### config.mk
export PLATFORM = sky130hd
export DESIGN_NAME = dmkc_queue
export DESIGN_NICKNAME = d
export VERILOG_FILES = /design/src/hdl/dmkc_queue.sv
export SDC_FILE = /design/constraint.sdc
export NUM_CORES = 1
export LEC_CHECK = 0
export ABC_CLOCK_PERIOD_IN_PS = 7900
export BUFFER_PORTS_ARGS = -buffer_cell sky130_fd_sc_hd__buf_2
export CAP_MARGIN = 20
export CELL_PAD_IN_SITES_DETAIL_PLACEMENT = 0
export CELL_PAD_IN_SITES_GLOBAL_PLACEMENT = 2
export CORE_MARGIN = 4
export CORE_UTILIZATION = 41
export CTS_CLUSTER_DIAMETER = 100
export CTS_CLUSTER_SIZE = 12
export DETAILED_ROUTE_END_ITERATION = 10
export PLACE_DENSITY_LB_ADDON = 0.1
export SYNTH_ARGS = -nofsm -noshare
export SYNTH_HDL_FRONTEND = slang
export SYNTH_SLANG_ARGS = --single-unit
### constraint.sdc
create_clock -name clk -period 7.9 [get_ports clk]
set_clock_uncertainty 0.05 [all_clocks]
set_input_delay 0.79 -clock clk [delete_from_list [all_inputs] [get_ports clk]]
set_output_delay 0.79 -clock clk [all_outputs]
set_load 0.01 [all_outputs]
### src/hdl/dmkc_queue.sv
// ----------------------------------------------------------------------------
// Two-entry queue
// Decouples the classifying front end from the table update back end.
// ----------------------------------------------------------------------------
module dmkc_queue #(
	parameter int WIDTH = 75
) (
	input  logic             clk,
	input  logic             arst_n,
	input  logic             push,
	input  logic [WIDTH-1:0] push_data,
	output logic             full,
	input  logic             pop,
	output logic             valid,
	output logic [WIDTH-1:0] head
);

	logic [WIDTH-1:0] mem_q [2];
	logic             wr_ptr_q;
	logic             rd_ptr_q;
	logic [1:0]       cnt_q;

	assign full  = (cnt_q == 2'd2);
	assign valid = (cnt_q != 2'd0);
	assign head  = mem_q[rd_ptr_q];

	always_ff @(posedge clk or negedge arst_n) begin
		if (!arst_n) begin
			wr_ptr_q <= 1'b0;
			rd_ptr_q <= 1'b0;
			cnt_q    <= 2'd0;
		end else begin
			if (push) begin
				wr_ptr_q <= ~wr_ptr_q;
			end
			if (pop) begin
				rd_ptr_q <= ~rd_ptr_q;
			end
			if (push && !pop) begin
				cnt_q <= cnt_q + 2'd1;
			end else if (pop && !push) begin
				cnt_q <= cnt_q - 2'd1;
			end
		end
	end

	always_ff @(posedge clk) begin
		if (push) begin
			mem_q[wr_ptr_q] <= push_data;
		end
	end

endmodule

Word level (Yosys, flattened, before mapping)
Memories as Yosys holds them, arrays and structs flattened.
Cells that the tools add are included.
{"block": "classes", "addsub": 2, "n_mul": 0, "div": 0, "order_cmp": 0, "n_eq_ne": 1, "n_shift": 0, "n_mux": 4, "n_bitwise": 2, "reduce_logical": 6}
{"operator": "2-bit two-way mux", "n": 2}
{"operator": "2-bit nonzero test", "n": 2}
{"operator": "2-bit by 1-bit adder with 2-bit output (second input constant)", "n": 1}
{"operator": "2-bit equality test (second input constant)", "n": 1}
{"operator": "1-bit logical AND", "n": 2}
{"operator": "1-bit logical NOT", "n": 2}
{"operator": "1-bit two-way mux", "n": 2}
{"operator": "1-bit inverter", "n": 2}
{"operator": "2-bit by 1-bit subtractor with 2-bit output (second input constant)", "n": 1}
{"block": "totals", "reg_bits": 4, "latch_bits": 0, "mem_bits_rw": 150, "rom_bits": 0, "output_inout_bits": 77, "wordCells": 19, "n_memories": 1}
{"name": "mem_q", "depth": 2, "word_bits": 75, "read_ports": 1, "rd_ports_with_merged_regs": 0, "wr": 1, "line": "18", "rtl": "logic [WIDTH-1:0] mem_q [2];"}

Logic depth before layout (Yosys ltp)
Gate-level depths: netlist of the first run.
{"block": "depth", "ltp_word": 4, "mapped_depth": 5}

Worst setup path after synthesis of the first run
No wires, ideal clock.
{"block": "synth_path", "path_kind": "in2reg", "from": "in push", "to": "mem mem_q[0][0], enable pin", "setup_ps": 518, "arrival_ps": 4074, "required_ps": 7332, "slack_ps": 3258, "cell_stages": 1, "n_path_buf": 0, "path_cell_list": "nor2b_1"}
{"block": "synth_via", "elab_chain_len": 2}
{"item": "start: declaration", "line": "10", "rtl": "input logic push,"}
{"item": "1-bit two-way mux", "line": "48", "rtl": "if (push) begin"}
{"item": "1-bit two-way mux (implied by the code)", "line": "49", "rtl": "mem_q[wr_ptr_q] <= push_data;"}
{"item": "end: declaration", "line": "18"}
Every way passes these cells.

Worst setup path after layout of the first run
{"block": "layout_path", "from": "reg rd_ptr_q", "to": "out head[65]"}
{"block": "layout_via", "elab_chain_len": 1}
{"item": "start: declaration", "line": "20", "rtl": "logic rd_ptr_q;"}
{"item": "start signal: assignment", "line": "37", "rtl": "rd_ptr_q <= ~rd_ptr_q;"}
{"item": "memory read 2 x 75 bit"}
{"item": "end: declaration", "line": "15", "rtl": "output logic [WIDTH-1:0] head"}
Every way passes these cells.

==> flow_metrics.env, run 1 <==
export IMPL_via_count_of_the_first_global_routing_pass=2998
export IMPL_rows=43
export IMPL_crit_path_start_kind="flip-flop"
export IMPL_max_freq_mhz=305
export IMPL_max_slew_worst_pin_slew_ns=1.07
export IMPL_power_frac_clock_pct=29.8
export IMPL_nFillCells=1135
export IMPL_place_hpwl_um=6710
export IMPL_number_of_distinct_standard_cells_referenced_by_the_synthesized_netlist=15
export IMPL_floorplan_initialDensity_pct=41.6
export IMPL_place_gp_congestion=0.683
export IMPL_synthesis_instances=249
export IMPL_cts_hold_buf=0
export IMPL_post_route_cells_drive_above_1_share_pct=61.2
export IMPL_cts_clk_slew_worst_paths_ns=0.06
export IMPL_slew_hr_pct=28.4
export IMPL_seq_area_frac_synth_pct=80.0
export IMPL_postSynthRegisterBits=154
export IMPL_period_share_pct=41.5
export IMPL_antenna_violations_before_repair=1
export IMPL_drt_vias_per_instance=4.66
export IMPL_synthesis_area_um2=5760
export IMPL_power_report_internal_total_mw=1.98
export IMPL_timing_critical_path_fanout_max=61
export IMPL_netSwitchingFraction_pct=26.3
export IMPL_period_minus_slack_ns=3.28
export IMPL_synthToLayoutAreaGrowth_pct=27.1
export IMPL_total_detailed_routing_wirelength_um=10200
export IMPL_power_density_nw_per_um2=368
export IMPL_static_leakage_power_nw=2.89
export IMPL_worstSetupPathType="reg2out"
export IMPL_sum_of_negative_setup_slack_ns=0
export IMPL_die_width_um=126
export IMPL_vias=2841
export IMPL_regToRegSetupSlack_ns=5.99
export IMPL_rsz0062_at_grt="false"
export IMPL_cts_htree_levels=4
export IMPL_detail_route_iter0_violations=180
export IMPL_largest_net_degree_at_the_start_of_global_routing=76
export IMPL_routed_wire_length_per_instance_um=16.7
export IMPL_post_cts_repair_setup_buffers=0
export IMPL_timing_hold_violations_final=0
export IMPL_seqCellArea_um2=4610
export IMPL_grt_overflow=0
export IMPL_ir_drop_mv=0.189
export IMPL_synth_avg_cell_area_um2=23.1
export IMPL_worst_endpoint_required_ns=7.06
export IMPL_max_cap_violations=0
export IMPL_cts_buffers_inserted=17
export IMPL_die_area_um2=16000
export IMPL_cts_buffer_depth=2
export IMPL_yosysWarningCount=0
export IMPL_reg2reg_depth=2
export IMPL_crit_path_start="rd_ptr_q"
export IMPL_multi_input_area_um2=1090
export IMPL_share_comb_of_total_power_pct=27.8
export IMPL_core_area_um2=13800
export IMPL_power_total_mw=2.69
export IMPL_regToRegEndpoint="mem_q[0][25]"
export IMPL_die_y_um=126
export IMPL_dr_pass1_iters=4
export IMPL_buffers_on_ports=155
export IMPL_groute_usage_overall_pct=13.2
export IMPL_ctsResizeCount=0
export IMPL_sort_of_element_at_the_end_of_the_critical_path="output pin"
export IMPL_cts_num_sinks=154
export IMPL_final_antenna_net_count=0
export IMPL_clock_latency_ns=0.41
export IMPL_ff_to_ff_start="wr_ptr_q"
export IMPL_power_share_sequential_pct=42.4
export IMPL_run_status="completed"
export IMPL_tritoncts="done"
export IMPL_layout_nets=498
export IMPL_antennaDiodeCount=0
export IMPL_critical_path_arrival_ns=2.44
export IMPL_finalMaxSlewViolations=0
export IMPL_synth_nets=329
export IMPL_setup_violations=0
export IMPL_clock_tree_root_cell="sky130_fd_sc_hd__clkbuf_16"
export IMPL_grt_pass1_wl_um=15500
export IMPL_drcViolationCount=0
export IMPL_boundaryPins=156
export IMPL_power_switching_mw=0.709
export IMPL_holdCritPathClass="in2async"
cells in the final DEF (no fill, tap or decap):
cell / n
sky130_fd_sc_hd__buf_2: 155
sky130_fd_sc_hd__edfxtp_1: 150
sky130_fd_sc_hd__mux2_4: 40
sky130_fd_sc_hd__mux2_2: 35
sky130_fd_sc_hd__clkbuf_16: 17
sky130_fd_sc_hd__clkinv_2: 5
sky130_fd_sc_hd__xor2_1: 4
sky130_fd_sc_hd__bufinv_16: 4
sky130_fd_sc_hd__clkbuf_1: 3
sky130_fd_sc_hd__dfrtp_1: 3
sky130_fd_sc_hd__buf_4: 3
sky130_fd_sc_hd__clkinv_1: 2
sky130_fd_sc_hd__or2_2: 1
sky130_fd_sc_hd__and2_4: 1
sky130_fd_sc_hd__inv_1: 1
sky130_fd_sc_hd__nor2b_1: 1
sky130_fd_sc_hd__nor2b_4: 1
sky130_fd_sc_hd__xnor2_1: 1
sky130_fd_sc_hd__nor2_1: 1
sky130_fd_sc_hd__ha_1: 1
sky130_fd_sc_hd__dfrtp_4: 1
synthesized netlist by cell type:
| cell | count | area, µm² |
|---|---|---|
| sky130_fd_sc_hd__dfrtp_1 | 4 | 100 |
| sky130_fd_sc_hd__or2_2 | 1 | 6.26 |
| sky130_fd_sc_hd__xor2_1 | 4 | 35.0 |
| sky130_fd_sc_hd__and2_1 | 1 | 6.26 |
| sky130_fd_sc_hd__xnor2_1 | 1 | 8.76 |
| sky130_fd_sc_hd__buf_4 | 1 | 7.51 |
| sky130_fd_sc_hd__inv_1 | 1 | 3.75 |
| sky130_fd_sc_hd__buf_2 | 3 | 15.0 |
| sky130_fd_sc_hd__buf_6 | 4 | 45.0 |
| sky130_fd_sc_hd__ha_1 | 1 | 12.5 |
| sky130_fd_sc_hd__mux2_2 | 35 | 394 |
| sky130_fd_sc_hd__nor2_1 | 1 | 3.75 |
| sky130_fd_sc_hd__edfxtp_1 | 150 | 4500 |
| sky130_fd_sc_hd__nor2b_1 | 2 | 12.5 |
| sky130_fd_sc_hd__mux2_4 | 40 | 601 |
cell families after synthesis:
group / synth area share, %
DFF: 80.0
muxes: 17.3
buffers and inverters: 1.24
xor gates and xnor gates: 0.761
and+or+nand+nor: 0.500
adders and majority gates: 0.217
flip-flops by register name, indices dropped and copies added (netlist names):
signal    count
mem_q       150
cnt_q         2
rd_ptr_q      1
wr_ptr_q      1
power groups by stage:
stage	sequential (mW)	clock, mW	combinational (mW)
5_1_grt	1.16	0.870	0.808
3_3_place_gp	1.16	0	0.767
6_report	1.14	0.802	0.748
4_1_cts	1.15	0.821	0.771
3_5_place_dp	1.16	0	0.767
2_1_floorplan	1.15	0	0.531
per-layer routing:
| layer | track usage, % | share of wire [%] |
|---|---|---|
| met1 | 15.6 | 41 |
| met5 | 0 | 0.069 |
| met3 | 6.44 | 9.4 |
| met2 | 20.7 | 48 |
| met4 | 5.30 | 1.3 |
through the flow:
| stage | hold slack [ns] | setup WS (ns) | utilization, % | std cells | cell area, µm² |
|---|---|---|---|---|---|
| after global placement | 0.414 | 5.06 | 48.6 | 579 | 6730 |
| final | 0.127 | 4.62 | 52.9 | 610 | 7310 |
| after floorplan | 0.397 | 3.26 | - | 249 | 5760 |
| after global routing | 0.0999 | 4.47 | 52.9 | 610 | 7310 |
| after CTS | 0.106 | 4.57 | 52.9 | 610 | 7310 |
| after detailed placement | 0.429 | 5.02 | 48.6 | 579 | 6730 |
worst max-delay path by stage:
stage                        to  slack (ns)  cells past startpoint
floorplan           mem_q[0][0]        3.26                      1
global placement       head[58]        5.06                      3
detailed placement     head[68]        5.02                      3
CTS                    head[68]        4.57                      3
global route           head[68]        4.47                      3
finish                 head[65]        4.62                      3
layout make-up:
cell class | instances | share of cell area (%)
inverters | 1 | 0.0513
repair buffers | 158 | 10.9
well taps | 180 | 3.08
multi-input cells | 86 | 14.9
clock buffers | 20 | 5.97
clock inverters | 11 | 2.09
flip-flops and latches | 154 | 63.0
worst max-delay path, cell delays in order (launching register included):
cell,delay [ns]
sky130_fd_sc_hd__dfrtp_4,0.55
sky130_fd_sc_hd__buf_4,0.79
sky130_fd_sc_hd__mux2_2,0.42
sky130_fd_sc_hd__buf_2,0.14
(Power assumes the default switching activity.)
==> run 2: changes to the inputs <==
--- a/config.mk
+++ b/config.mk
@@ -5,13 +5,13 @@
 export SDC_FILE = /design/constraint.sdc
 export NUM_CORES = 1
 export LEC_CHECK = 0
-export ABC_CLOCK_PERIOD_IN_PS = 7900
+export ABC_CLOCK_PERIOD_IN_PS = 2800
 export BUFFER_PORTS_ARGS = -buffer_cell sky130_fd_sc_hd__buf_2
 export CAP_MARGIN = 20
 export CELL_PAD_IN_SITES_DETAIL_PLACEMENT = 0
 export CELL_PAD_IN_SITES_GLOBAL_PLACEMENT = 2
 export CORE_MARGIN = 4
-export CORE_UTILIZATION = 41
+export CORE_UTILIZATION = 35
 export CTS_CLUSTER_DIAMETER = 100
 export CTS_CLUSTER_SIZE = 12
 export DETAILED_ROUTE_END_ITERATION = 10
==> constraint.sdc (replaced) <==
create_clock -name clk -period 2.8 [get_ports clk]
set_clock_uncertainty 0.05 [all_clocks]
set_input_delay 0.28 -clock clk [delete_from_list [all_inputs] [get_ports clk]]
set_output_delay 0.28 -clock clk [all_outputs]
set_load 0.01 [all_outputs]
==> run 2 against run 1 <==
Total power rose to 2.9 times the previous value. Global-route usage fell by 0.84 points. Flip-flop and latch count did not move. Critical path depth did not move. Design area rose by 10%. Non-clock buffer count rose by 71. Critical path type unchanged.
==> flow_metrics.env, run 2 (synthesis gave the netlist of run 1 again) <==
export IMPL_place_hpwl_um=7150
export IMPL_largest_register_ffs=150
export IMPL_finalWorstSetupSlack_ns=0.529
export IMPL_groute_usage_overall_pct=12.3
export IMPL_holdCritPathClass="in2reg"
export IMPL_setup_violations=0
export IMPL_pre_cts_ws_ns=0.891
export IMPL_floorplan_initialDensity_pct=36.0
export IMPL_regToRegEndpoint="mem_q[1][60]"
export IMPL_routed_wire_length_per_instance_um=15.5
export IMPL_cts_buffer_depth=2
export IMPL_worst_hold_path_endpoint="mem_q[0][28]"
export IMPL_finalHoldWorstSlack_ns=0.0226
export IMPL_power_total_mw=7.71
export IMPL_vias=3105
export IMPL_synthToLayoutAreaGrowth_pct=40.4
export IMPL_finish_cell_count_without_fillers=718
export IMPL_grt_pass1_wl_um=17100
export IMPL_drt_vias_per_instance=4.32
export IMPL_layout_cells_most_common="sky130_fd_sc_hd__buf_2"
export IMPL_post_route_cells_drive_above_1_share_pct=53.2
export IMPL_nFillCells=1420
export IMPL_die_area_um2=18600
export IMPL_layout_common_cells="155 x sky130_fd_sc_hd__buf_2, 150 x sky130_fd_sc_hd__edfxtp_1, 68 x sky130_fd_sc_hd__dlygate4sd3_1"
export IMPL_timing_hold_violations_final=0
export IMPL_rsz0062_at_grt="false"
export IMPL_cts_clk_slew_worst_paths_ns=0.06
export IMPL_cts_htree_levels=4
export IMPL_max_freq_mhz=440
export IMPL_critical_path_arrival_ns=1.94
export IMPL_period_share_pct=81.1
export IMPL_crit_path_start_kind="flip-flop"
export IMPL_ir_drop_mv=0.463
export IMPL_detail_route_iter0_violations=148
export IMPL_boundaryPins=156
export IMPL_layout_nets=569
export IMPL_largest_net_degree_at_the_start_of_global_routing=39
export IMPL_whs_path_depth=1
export IMPL_worst_endpoint_required_ns=2.47
export IMPL_core_area_um2=16000
export IMPL_tritoncts="done"
export IMPL_timing_critical_path_slowest_cell_delay_ns=0.70
export IMPL_cts_buffers_inserted=17
export IMPL_ff_to_ff_start="wr_ptr_q"
export IMPL_die_y_um=136
export IMPL_max_cap_violations=0
export IMPL_top_register="mem_q"
export IMPL_max_slew_worst_pin_slew_ns=0.579
export IMPL_drcViolationCount=0
export IMPL_sum_of_negative_setup_slack_ns=0
export IMPL_multi_input_area_um2=1090
export IMPL_static_leakage_power_nw=3.18
export IMPL_min_delay_start="push_data[28]"
export IMPL_finalMaxSlewViolations=0
export IMPL_final_antenna_net_count=0
export IMPL_power_density_nw_per_um2=954
export IMPL_post_cts_repair_setup_buffers=0
export IMPL_buffers_on_ports=155
export IMPL_period_minus_slack_ns=2.27
export IMPL_slew_hr_pct=61.4
export IMPL_dp_cells=618
export IMPL_timing_critical_path_fanout_max=24
export IMPL_grt_overflow=0
export IMPL_seqCellArea_um2=4610
export IMPL_antenna_violations_before_repair=1
export IMPL_regToRegSetupSlack_ns=1.10
export IMPL_antennaDiodeCount=0
export IMPL_place_gp_congestion=0.693
export IMPL_dr_pass1_iters=6
export IMPL_rows=46
export IMPL_die_width_um=136
export IMPL_worstSetupPathType="reg2out"
export IMPL_cts_num_sinks=154
export IMPL_reg2reg_depth=2
export IMPL_total_detailed_routing_wirelength_um=11100
export IMPL_run_status="completed"
export IMPL_biggestRegsByFlops="mem_q x150, cnt_q x2"
export IMPL_via_count_of_the_first_global_routing_pass=3343
export IMPL_critPathSlowestCell="sky130_fd_sc_hd__dfrtp_4"
export IMPL_clock_latency_ns=0.40
export IMPL_crit_path_cells="buf_4, mux2_2, buf_2"
export IMPL_sort_of_element_at_the_end_of_the_critical_path="output pin"
export IMPL_clock_tree_root_cell="sky130_fd_sc_hd__clkbuf_16"
==> run 2: final cells by class <==
class / count / area share, %
timing repair buffer: 229 / 18.9
tap: 216 / 3.34
sequential: 154 / 57.0
clock inverter: 15 / 1.95
inverter: 1 / 0.0464
multi-input combinational: 86 / 13.5
clock buffer: 17 / 5.26
==> run 2: metrics by stage <==
stage               instance area (µm²)  util, %
floorplan                          5760        -
global route                       8080     50.5
global placement                   6820     42.6
detailed placement                 6820     42.6
finish                             8080     50.5
CTS                                8070     50.4
==> run 2: layer usage <==
metal	GRT usage (%)	share of wire (%)
met1	14.6	41
met2	20.6	50
met3	3.74	6.4
met4	5.82	2.1
met5	0	0.12
==> run 2: where the power goes <==
group	switching, mW	leakage (nW)	internal [mW]
Combinational	1.05	1.45	1.15
Clock	0.865	0.272	1.38
Sequential	0.196	1.45	3.06
Total	2.11	3.18	5.60
==> run 2: worst max-delay path, delay by kind of cell (launching register included) <==
kind / cells / cell delay [ns]
buffers and inverters: 2 / 0.47
DFF: 1 / 0.70
muxes: 1 / 0.37
==> run 2: repair_timing <==
action,in CTS,in global routing
hold buffers,67,1
hold endpoints to repair,134,2
resized for setup,0,0
==> run 2: how the worst max path moves through the flow <==
stage / startpoint / end / depth (start not counted)
6_report: rd_ptr_q / head[15] / 3
5_1_grt: rd_ptr_q / head[11] / 3
4_1_cts: rd_ptr_q / head[11] / 3
3_5_place_dp: rd_ptr_q / head[11] / 3
3_3_place_gp: rd_ptr_q / head[60] / 3
2_1_floorplan: wr_ptr_q / mem_q[1][0] / 1
